===== src/rtl/olir_pkg.sv =====
// Shared constants and types for the ordered list block.
// No dependencies; the interfaces, the top level and the checker import this package.
`timescale 1ns / 1ps

package olir_pkg;

   localparam int DEPTH         = 16;
   localparam int IDX_W         = $clog2(DEPTH);
   localparam int CNT_W         = $clog2(DEPTH + 1);
   localparam int DATA_W        = 32;
   localparam int POS_W         = 5;
   localparam int STATUS_W      = 3;
   localparam int ENTRY_COUNT_W = 5;
   localparam int CMP_W         = (CNT_W > POS_W) ? CNT_W : POS_W;

   typedef enum logic [1:0] {
      OP_INSERT = 2'd0,
      OP_REMOVE = 2'd1,
      OP_DUMP   = 2'd2
   } opcode_type;

   typedef enum logic [STATUS_W-1:0] {
      ST_OK       = 3'd0,
      ST_FULL     = 3'd1,
      ST_BADPOS   = 3'd2,
      ST_NOTFOUND = 3'd3,
      ST_EMPTY    = 3'd4
   } status_type;

endpackage


===== src/rtl/olir_ifs.sv =====
// Valid/ready channel interfaces for the ordered list block: request and response.
// Depends on olir_pkg for field widths.
`timescale 1ns / 1ps

interface olir_req_if import olir_pkg::*; ();
   logic                     valid;
   logic                     ready;
   logic [1:0]               opcode;
   logic signed [DATA_W-1:0] value;
   logic [POS_W-1:0]         position;

   modport source (output valid, opcode, value, position, input ready);
   modport sink   (input valid, opcode, value, position, output ready);
endinterface

interface olir_rsp_if import olir_pkg::*; ();
   logic                     valid;
   logic                     ready;
   logic [STATUS_W-1:0]      status;
   logic signed [DATA_W-1:0] element;
   logic [ENTRY_COUNT_W-1:0] entry_count;
   logic                     last_of_run;

   modport source (output valid, status, element, entry_count, last_of_run, input ready);
   modport sink   (input valid, status, element, entry_count, last_of_run, output ready);
endinterface


===== src/rtl/olir_ram.sv =====
// Generic single-write, single-read synchronous RAM with registered read data.
// No dependencies.
`timescale 1ns / 1ps

module olir_ram #(
   parameter int WIDTH = 32,
   parameter int DEPTH = 16
) (
   input  logic                     clock,
   input  logic                     wr_en,
   input  logic [$clog2(DEPTH)-1:0] wr_addr,
   input  logic [WIDTH-1:0]         wr_data,
   input  logic                     rd_en,
   input  logic [$clog2(DEPTH)-1:0] rd_addr,
   output logic [WIDTH-1:0]         rd_data
);

   logic [WIDTH-1:0] mem_ff [DEPTH];
   logic [WIDTH-1:0] rd_data_ff;

   always_ff @(posedge clock) begin
      if (wr_en) begin
         mem_ff[wr_addr] <= wr_data;
      end
      if (rd_en) begin
         rd_data_ff <= mem_ff[rd_addr];
      end
   end

   assign rd_data = rd_data_ff;

endmodule


===== src/rtl/ordered_list_insert_remove.sv =====
// Ordered list of up to DEPTH signed 32-bit entries held in one RAM, with insert at a
// position, remove of the first equal value and an in-order dump. One request item is
// worked on at a time; all entry moves go through the single registered RAM read port,
// with a read state and a second state that writes, compares or outputs the entry for
// each entry moved or scanned. The block goes back to idle before the next request item
// is taken, and it waits while the response slot is held by a stalled item. A dump gives
// one response item per entry with last_of_run set on the final one; every other
// request gives one item.
`timescale 1ns / 1ps

module ordered_list_insert_remove
   import olir_pkg::*;
(
   input  logic       clock,
   input  logic       reset,
   olir_req_if.sink   req,
   olir_rsp_if.source rsp
);

   typedef enum logic [9:0] {
      S_IDLE    = 10'b00_0000_0001,
      S_INS_RD  = 10'b00_0000_0010,
      S_INS_WR  = 10'b00_0000_0100,
      S_RM_RD   = 10'b00_0000_1000,
      S_RM_CMP  = 10'b00_0001_0000,
      S_SH_RD   = 10'b00_0010_0000,
      S_SH_WR   = 10'b00_0100_0000,
      S_DMP_RD  = 10'b00_1000_0000,
      S_DMP_OUT = 10'b01_0000_0000,
      S_RESP    = 10'b10_0000_0000
   } state_type;

   state_type           state_ff, state_in;
   logic [CNT_W-1:0]    count_ff, count_in;
   logic [CNT_W-1:0]    idx_ff, idx_in;
   logic [IDX_W-1:0]    pos_ff, pos_in;
   logic [DATA_W-1:0]   value_ff, value_in;
   status_type          st_ff, st_in;

   logic                     rsp_valid_ff, rsp_valid_in;
   logic [STATUS_W-1:0]      rsp_status_ff, rsp_status_in;
   logic [DATA_W-1:0]        rsp_element_ff, rsp_element_in;
   logic [ENTRY_COUNT_W-1:0] rsp_count_ff, rsp_count_in;
   logic                     rsp_last_ff, rsp_last_in;

   logic              wr_en, rd_en;
   logic [IDX_W-1:0]  wr_addr, rd_addr;
   logic [DATA_W-1:0] wr_data, rd_data;
   logic              slot_free;
   logic [CNT_W-1:0]  idx_next;
   logic [CNT_W-1:0]  idx_prev;

   olir_ram #(.WIDTH(DATA_W), .DEPTH(DEPTH)) u_ram (
      .clock   (clock),
      .wr_en   (wr_en),
      .wr_addr (wr_addr),
      .wr_data (wr_data),
      .rd_en   (rd_en),
      .rd_addr (rd_addr),
      .rd_data (rd_data)
   );

   assign slot_free = !rsp_valid_ff || rsp.ready;
   assign idx_next  = CNT_W'(idx_ff + 1'b1);
   assign idx_prev  = CNT_W'(idx_ff - 1'b1);
   assign req.ready = (state_ff == S_IDLE);

   always_comb begin
      state_in       = state_ff;
      count_in       = count_ff;
      idx_in         = idx_ff;
      pos_in         = pos_ff;
      value_in       = value_ff;
      st_in          = st_ff;
      rsp_valid_in   = rsp_valid_ff && !rsp.ready;
      rsp_status_in  = rsp_status_ff;
      rsp_element_in = rsp_element_ff;
      rsp_count_in   = rsp_count_ff;
      rsp_last_in    = rsp_last_ff;
      wr_en          = 1'b0;
      wr_addr        = idx_ff[IDX_W-1:0];
      wr_data        = rd_data;
      rd_en          = 1'b0;
      rd_addr        = idx_ff[IDX_W-1:0];

      unique case (state_ff)
         S_IDLE: begin
            if (req.valid) begin
               value_in = req.value;
               idx_in   = '0;
               unique case (req.opcode)
                  OP_INSERT: begin
                     if (count_ff == CNT_W'(DEPTH)) begin
                        st_in    = ST_FULL;
                        state_in = S_RESP;
                     end else if (CMP_W'(req.position) > CMP_W'(count_ff)) begin
                        st_in    = ST_BADPOS;
                        state_in = S_RESP;
                     end else begin
                        pos_in   = IDX_W'(req.position);
                        idx_in   = count_ff;
                        state_in = S_INS_RD;
                     end
                  end
                  OP_REMOVE: begin
                     state_in = S_RM_RD;
                  end
                  OP_DUMP: begin
                     if (count_ff == '0) begin
                        st_in    = ST_EMPTY;
                        state_in = S_RESP;
                     end else begin
                        state_in = S_DMP_RD;
                     end
                  end
                  default: begin
                     st_in    = ST_OK;
                     state_in = S_RESP;
                  end
               endcase
            end
         end
         S_INS_RD: begin
            if (idx_ff == CNT_W'(pos_ff)) begin
               wr_en    = 1'b1;
               wr_addr  = pos_ff;
               wr_data  = value_ff;
               count_in = CNT_W'(count_ff + 1'b1);
               st_in    = ST_OK;
               state_in = S_RESP;
            end else begin
               rd_en    = 1'b1;
               rd_addr  = idx_prev[IDX_W-1:0];
               state_in = S_INS_WR;
            end
         end
         S_INS_WR: begin
            wr_en    = 1'b1;
            idx_in   = idx_prev;
            state_in = S_INS_RD;
         end
         S_RM_RD: begin
            if (idx_ff == count_ff) begin
               st_in    = ST_NOTFOUND;
               state_in = S_RESP;
            end else begin
               rd_en    = 1'b1;
               state_in = S_RM_CMP;
            end
         end
         S_RM_CMP: begin
            if (rd_data == value_ff) begin
               state_in = S_SH_RD;
            end else begin
               idx_in   = idx_next;
               state_in = S_RM_RD;
            end
         end
         S_SH_RD: begin
            if (idx_next == count_ff) begin
               count_in = CNT_W'(count_ff - 1'b1);
               st_in    = ST_OK;
               state_in = S_RESP;
            end else begin
               rd_en    = 1'b1;
               rd_addr  = idx_next[IDX_W-1:0];
               state_in = S_SH_WR;
            end
         end
         S_SH_WR: begin
            wr_en    = 1'b1;
            idx_in   = idx_next;
            state_in = S_SH_RD;
         end
         S_DMP_RD: begin
            rd_en    = 1'b1;
            state_in = S_DMP_OUT;
         end
         S_DMP_OUT: begin
            if (slot_free) begin
               rsp_valid_in   = 1'b1;
               rsp_status_in  = ST_OK;
               rsp_element_in = rd_data;
               rsp_count_in   = ENTRY_COUNT_W'(count_ff);
               rsp_last_in    = (idx_next == count_ff);
               if (idx_next == count_ff) begin
                  state_in = S_IDLE;
               end else begin
                  idx_in   = idx_next;
                  state_in = S_DMP_RD;
               end
            end
         end
         S_RESP: begin
            if (slot_free) begin
               rsp_valid_in   = 1'b1;
               rsp_status_in  = st_ff;
               rsp_element_in = '0;
               rsp_count_in   = ENTRY_COUNT_W'(count_ff);
               rsp_last_in    = 1'b1;
               state_in       = S_IDLE;
            end
         end
         default: begin
            state_in = S_IDLE;
         end
      endcase
   end

   always_ff @(posedge clock) begin
      if (reset) begin
         state_ff     <= S_IDLE;
         count_ff     <= '0;
         rsp_valid_ff <= 1'b0;
      end else begin
         state_ff     <= state_in;
         count_ff     <= count_in;
         rsp_valid_ff <= rsp_valid_in;
      end
   end

   always_ff @(posedge clock) begin
      idx_ff         <= idx_in;
      pos_ff         <= pos_in;
      value_ff       <= value_in;
      st_ff          <= st_in;
      rsp_status_ff  <= rsp_status_in;
      rsp_element_ff <= rsp_element_in;
      rsp_count_ff   <= rsp_count_in;
      rsp_last_ff    <= rsp_last_in;
   end

   assign rsp.valid       = rsp_valid_ff;
   assign rsp.status      = rsp_status_ff;
   assign rsp.element     = rsp_element_ff;
   assign rsp.entry_count = rsp_count_ff;
   assign rsp.last_of_run = rsp_last_ff;

endmodule


===== src/flat_wrapper.sv =====
// flat-port wrapper written by rule: the top's interface ports become plain ports
module ordered_list_insert_remove_flat import olir_pkg::*;
  (clock, reset, req_valid, req_opcode, req_value, req_position, req_ready, rsp_valid, rsp_status, rsp_element, rsp_entry_count, rsp_last_of_run, rsp_ready);
  olir_req_if req_i ();
  olir_rsp_if rsp_i ();
  input  logic clock;
  input  logic reset;
  input wire logic [$bits(req_i.valid)-1:0] req_valid;
  input wire logic [$bits(req_i.opcode)-1:0] req_opcode;
  input wire logic [$bits(req_i.value)-1:0] req_value;
  input wire logic [$bits(req_i.position)-1:0] req_position;
  output wire logic [$bits(req_i.ready)-1:0] req_ready;
  output wire logic [$bits(rsp_i.valid)-1:0] rsp_valid;
  output wire logic [$bits(rsp_i.status)-1:0] rsp_status;
  output wire logic [$bits(rsp_i.element)-1:0] rsp_element;
  output wire logic [$bits(rsp_i.entry_count)-1:0] rsp_entry_count;
  output wire logic [$bits(rsp_i.last_of_run)-1:0] rsp_last_of_run;
  input wire logic [$bits(rsp_i.ready)-1:0] rsp_ready;
  assign req_i.valid = req_valid;
  assign req_i.opcode = req_opcode;
  assign req_i.value = req_value;
  assign req_i.position = req_position;
  assign req_ready = req_i.ready;
  assign rsp_valid = rsp_i.valid;
  assign rsp_status = rsp_i.status;
  assign rsp_element = rsp_i.element;
  assign rsp_entry_count = rsp_i.entry_count;
  assign rsp_last_of_run = rsp_i.last_of_run;
  assign rsp_i.ready = rsp_ready;
  ordered_list_insert_remove u_core (.clock(clock), .reset(reset), .req(req_i), .rsp(rsp_i));
endmodule

===== config.mk =====
export PLATFORM = sky130hd
export DESIGN_NAME = ordered_list_insert_remove_flat
export DESIGN_NICKNAME = d
export VERILOG_FILES = /design/src/rtl/olir_pkg.sv /design/src/rtl/olir_ifs.sv /design/src/rtl/olir_ram.sv /design/src/rtl/ordered_list_insert_remove.sv /design/src/flat_wrapper.sv
export SDC_FILE = /design/constraint.sdc
export NUM_CORES = 1
export LEC_CHECK = 0
export ABC_CLOCK_PERIOD_IN_PS = 15200
export BUFFER_PORTS_ARGS = -buffer_cell sky130_fd_sc_hd__buf_2
export CORE_UTILIZATION = 64
export DETAILED_ROUTE_END_ITERATION = 7
export PLACE_DENSITY_LB_ADDON = 0.25
export SETUP_SLACK_MARGIN = 0.4
export SLEW_MARGIN = 30
export SYNTH_ARGS = -nofsm -noshare
export SYNTH_HDL_FRONTEND = slang
export SYNTH_SLANG_ARGS = --single-unit

===== constraint.sdc =====
create_clock -name clock -period 15.2 [get_ports clock]
set_input_delay 0.76 -clock clock [delete_from_list [all_inputs] [get_ports clock]]
set_output_delay 0.76 -clock clock [all_outputs]
set_load 0.01 [all_outputs]

==> results.md <==
* Compound-Gate Fraction of Synth Area at 0.0668
* Total global-route track usage at 0.312
* Min Hold Slack at 0.349 ns
* Die footprint at roughly 0.043 mm2
* Vias in the first global route at 16500
* Reg clk slew, reported paths at 0.06 ns
* Max incr delay on CP at 0.86 ns
* DR top layer: met4
* Post-synth top area cell: edfxtp_1
* Area of the core at 0.0412 mm2
* Final setup viols at 0
* Element type at the critical path end: register
* RSZ-0062 raised after global routing: false
* Yosys top cell area share at 0.699
* Simple-Gate Fraction of Synth Area at 0.129
* Largest family of logic cells by synthesized area: simple AND/OR/NAND/NOR gates
* HP Class: input pin to register
* Worst VDD drop at 124 uV
* CP required at 15.53 ns
* Worst Hold Launch: req_value[10]
* CTS Buf Count at 66
* Status: completed
* Fin util at 0.731
* Final Worst Setup Slack at 9.88 ns
* Top post-synthesis cells by area: edfxtp_1 70%, nand2_1 5.9%, mux2i_1 2.8%, nand3_1 2.1%, a32oi_1 1.5%
* CTS H-Tree Depth at 3
* Worst rel slew slack at 0.362
* Clock Skew at around 0.015 ns
* Post-synthesis mux area share at 0.0432
* M1 WL at 25.1 mm
* Setup WS pre-CTS at 9.86 ns
* Clock Latency Late Sink at 0.59 ns
* Critical Path Fanout Max at 76
* Setup CP Type: register to register
* DR vias/cell at 6.56
* Clock Tree Buf Depth at 3
* Cells after Synth at 1923
* Initial antenna violation count at 0
* Crit path max-delay cell type: buf_4
* Worst Hold Path EP: u_core.value_ff[10]
* Max_cap viols at 0
* Final #Nets at 2055
* Worst Reg-to-Reg Cells at 12
* Routability-driven placement congestion ratio at 0.895
* TNS Setup at 0 ns
* Post-synth top flop: edfxtp_1
* Post-DP HPWL at 35.5 mm
* YS warnings at 0
* Die Y at ~210 um
* Tmin final at 5.32 ns
* Post-CTS sizing at 0
* Reg2reg end: u_core.u_ram.rd_data[29]
* Final hold vios at 0
* Critical-path cell list: inv_1 > ha_1 > xnor2_1 > nand2_1 > and3b_2 > nand3_2 > a21oi_2 > or2_4 > buf_4 > mux2_2 > o211ai_1 > nand3_1
* Initial core utilization at 0.656
* Final cell count without fillers at 2582
* Die width at approximately 210 um
* Async S/R FF share, synth at 0
* Largest net degree at the start of global routing at 198
* WL met2 at roughly 32 mm
* Root buf cell: clkbuf_16
* Rows at 74
* Antenna viol nets, final at 0
* I/O pins at 86
* Adder-cell share of the synthesized area at 0.00537
* Seq/Total Area, Yosys at 0.711
* Crit path max-delay family: simple AND/OR/NAND/NOR gates
* Port buffer count at between 80 and 90
* Routed len/inst at 25.8 um
* Drt first-iter violations at 2207
* Clock sinks at 645
* TritonCTS clock tree: yes
* Buf/Inv on CP at 2
* Area grow syn2layout at 11.4%
* Commonest cells in the netlist: 629 x edfxtp_1, 423 x nand2_1, 115 x nand3_1
* N_diodes at 0
* CP Launch Type: register
* Synth cell types at 76
* Total gr overflow at 0
* WL met3 at 6.46 mm
* Final Cycle Share at 0.350
* Layout cells sized above 1 at 0.152
* P_leak at 10.6 nW
* Crit path DAT at 5.64 ns
* Number of hold buffers added after CTS at 0
* Syn avg cell area at between 10 and 15 um2
* Most used standard cell by instance count after synthesis: edfxtp_1
* Post-synthesis xor/xnor area fraction at 0.0171
* Worst Hold Depth at 1
* TritonRoute pass-1 iters at 5
* Worst slew pin tran at 0.957 ns
* Placed cells at 2462
* Crit path depth at 12
* WL final at 66.6 mm
* Post-synth EDFFs at 629
* Achievable Freq at 188 MHz
* Reg2Reg Setup Slack at 9.88 ns
* DRC viols at 0
* DR vias at roughly 17000
* Synthesized Nets at 1977
* Synth Register Bits at 645
* Global-route wire length before repair at 99.8 mm
* Setup Fix Bufs, Post-CTS at 0
* PwrDens at 156 mW/mm2
* Launching point of the worst reg2reg path: u_core.idx_ff[0]
* Post-Syn Area at 0.0270 mm2
* Final Max Slew Viols at 0
area by class of cell:
cell class	instances	area, um2
timing repair buffer	121	768
fill	2484	11100
clock buffer	88	1850
inverter	15	57.6
clock inverter	29	288
tap	532	666
multi-input combinational	1152	7260
sequential	645	19200
flip-flops by register name, indices dropped and copies added (netlist names):
register and flops:
u_core.count_ff 5, u_core.rsp.valid 1, u_core.u_ram.rd_data 32, u_core.idx_ff 5, u_core.state_ff 10, u_core.rsp.element 32
u_core.st_ff 3, u_core.value_ff 32, u_core.rsp.entry_count 5, u_core.pos_ff 4, u_core.rsp.status 3, u_core.rsp.last_of_run 1
u_core.u_ram.mem_ff 512
layer usage:
layer	vias up	track usage
met5	-	0
met4	0	0.142
met3	199	0.0543
met2	1060	0.504
met1	8294	0.421
li1	7395	-
how the worst max path moves through the flow:
stage                  startpoint                        end  slack, ns
3_5_place_dp     u_core.idx_ff[0]    u_core.u_ram.rd_data[4]       9.86
5_1_grt          u_core.idx_ff[0]    u_core.u_ram.rd_data[4]       9.62
3_3_place_gp     u_core.idx_ff[0]   u_core.u_ram.rd_data[14]       9.96
2_1_floorplan  u_core.state_ff[2]  u_core.u_ram.mem_ff[1][0]      10.31
6_report         u_core.idx_ff[0]   u_core.u_ram.rd_data[29]       9.88
4_1_cts          u_core.idx_ff[0]   u_core.u_ram.rd_data[16]       9.83
stage by stage:
stage,power [mW],area (um2)
2_1_floorplan,2.85,27000
3_3_place_gp,3.06,27800
3_5_place_dp,3.09,27900
4_1_cts,4.67,30000
5_1_grt,4.85,30100
6_report,4.69,30100
cell families (layout without fill, tap and decap cells):
kind of cell / Yosys count / after routing
simple gates: 750 / 750
flops: 645 / 645
compound gates: 228 / 228
buf+inv: 126 / 253
mux: 111 / 111
xor+xnor: 52 / 52
fa+ha+maj: 11 / 11
power by group:
group / internal (mW) / switching, mW
registers: 2.01 / 0.0475
logic: 0.352 / 0.679
clock network: 0.956 / 0.650
layout by cell type, fill, tap and decap left out, types with 8 or more instances in the layout:
cell / synthesis / routed
edfxtp_1: 629 / 629
nand2_1: 423 / 423
nand3_1: 115 / 114
buf_2: 33 / 85
mux2i_1: 76 / 76
clkbuf_16: 0 / 71
a32oi_1: 46 / 46
xnor2_1: 43 / 42
a311o_1: 39 / 39
and3_1: 38 / 38
nor2b_1: 38 / 37
mux2_2: 34 / 34
nor2_1: 45 / 32
buf_4: 9 / 30
a21oi_1: 26 / 26
clkbuf_1: 43 / 16
dfxtp_1: 16 / 16
inv_1: 14 / 14
nor2_4: 0 / 14
clkinv_1: 0 / 13
a22oi_1: 12 / 12
and2_1: 13 / 12
o211ai_1: 12 / 12
nand4_1: 11 / 11
o22ai_1: 10 / 10
o21ai_1: 10 / 10
and3_2: 10 / 10
ha_1: 10 / 10
nor3_1: 15 / 9
o21ai_0: 9 / 9
a31oi_1: 9 / 9
clkinv_2: 1 / 8
xor2_1: 8 / 8
o221ai_1: 8 / 8
a211oi_1: 8 / 8
Note: power is estimated with default switching activity, not from simulation.
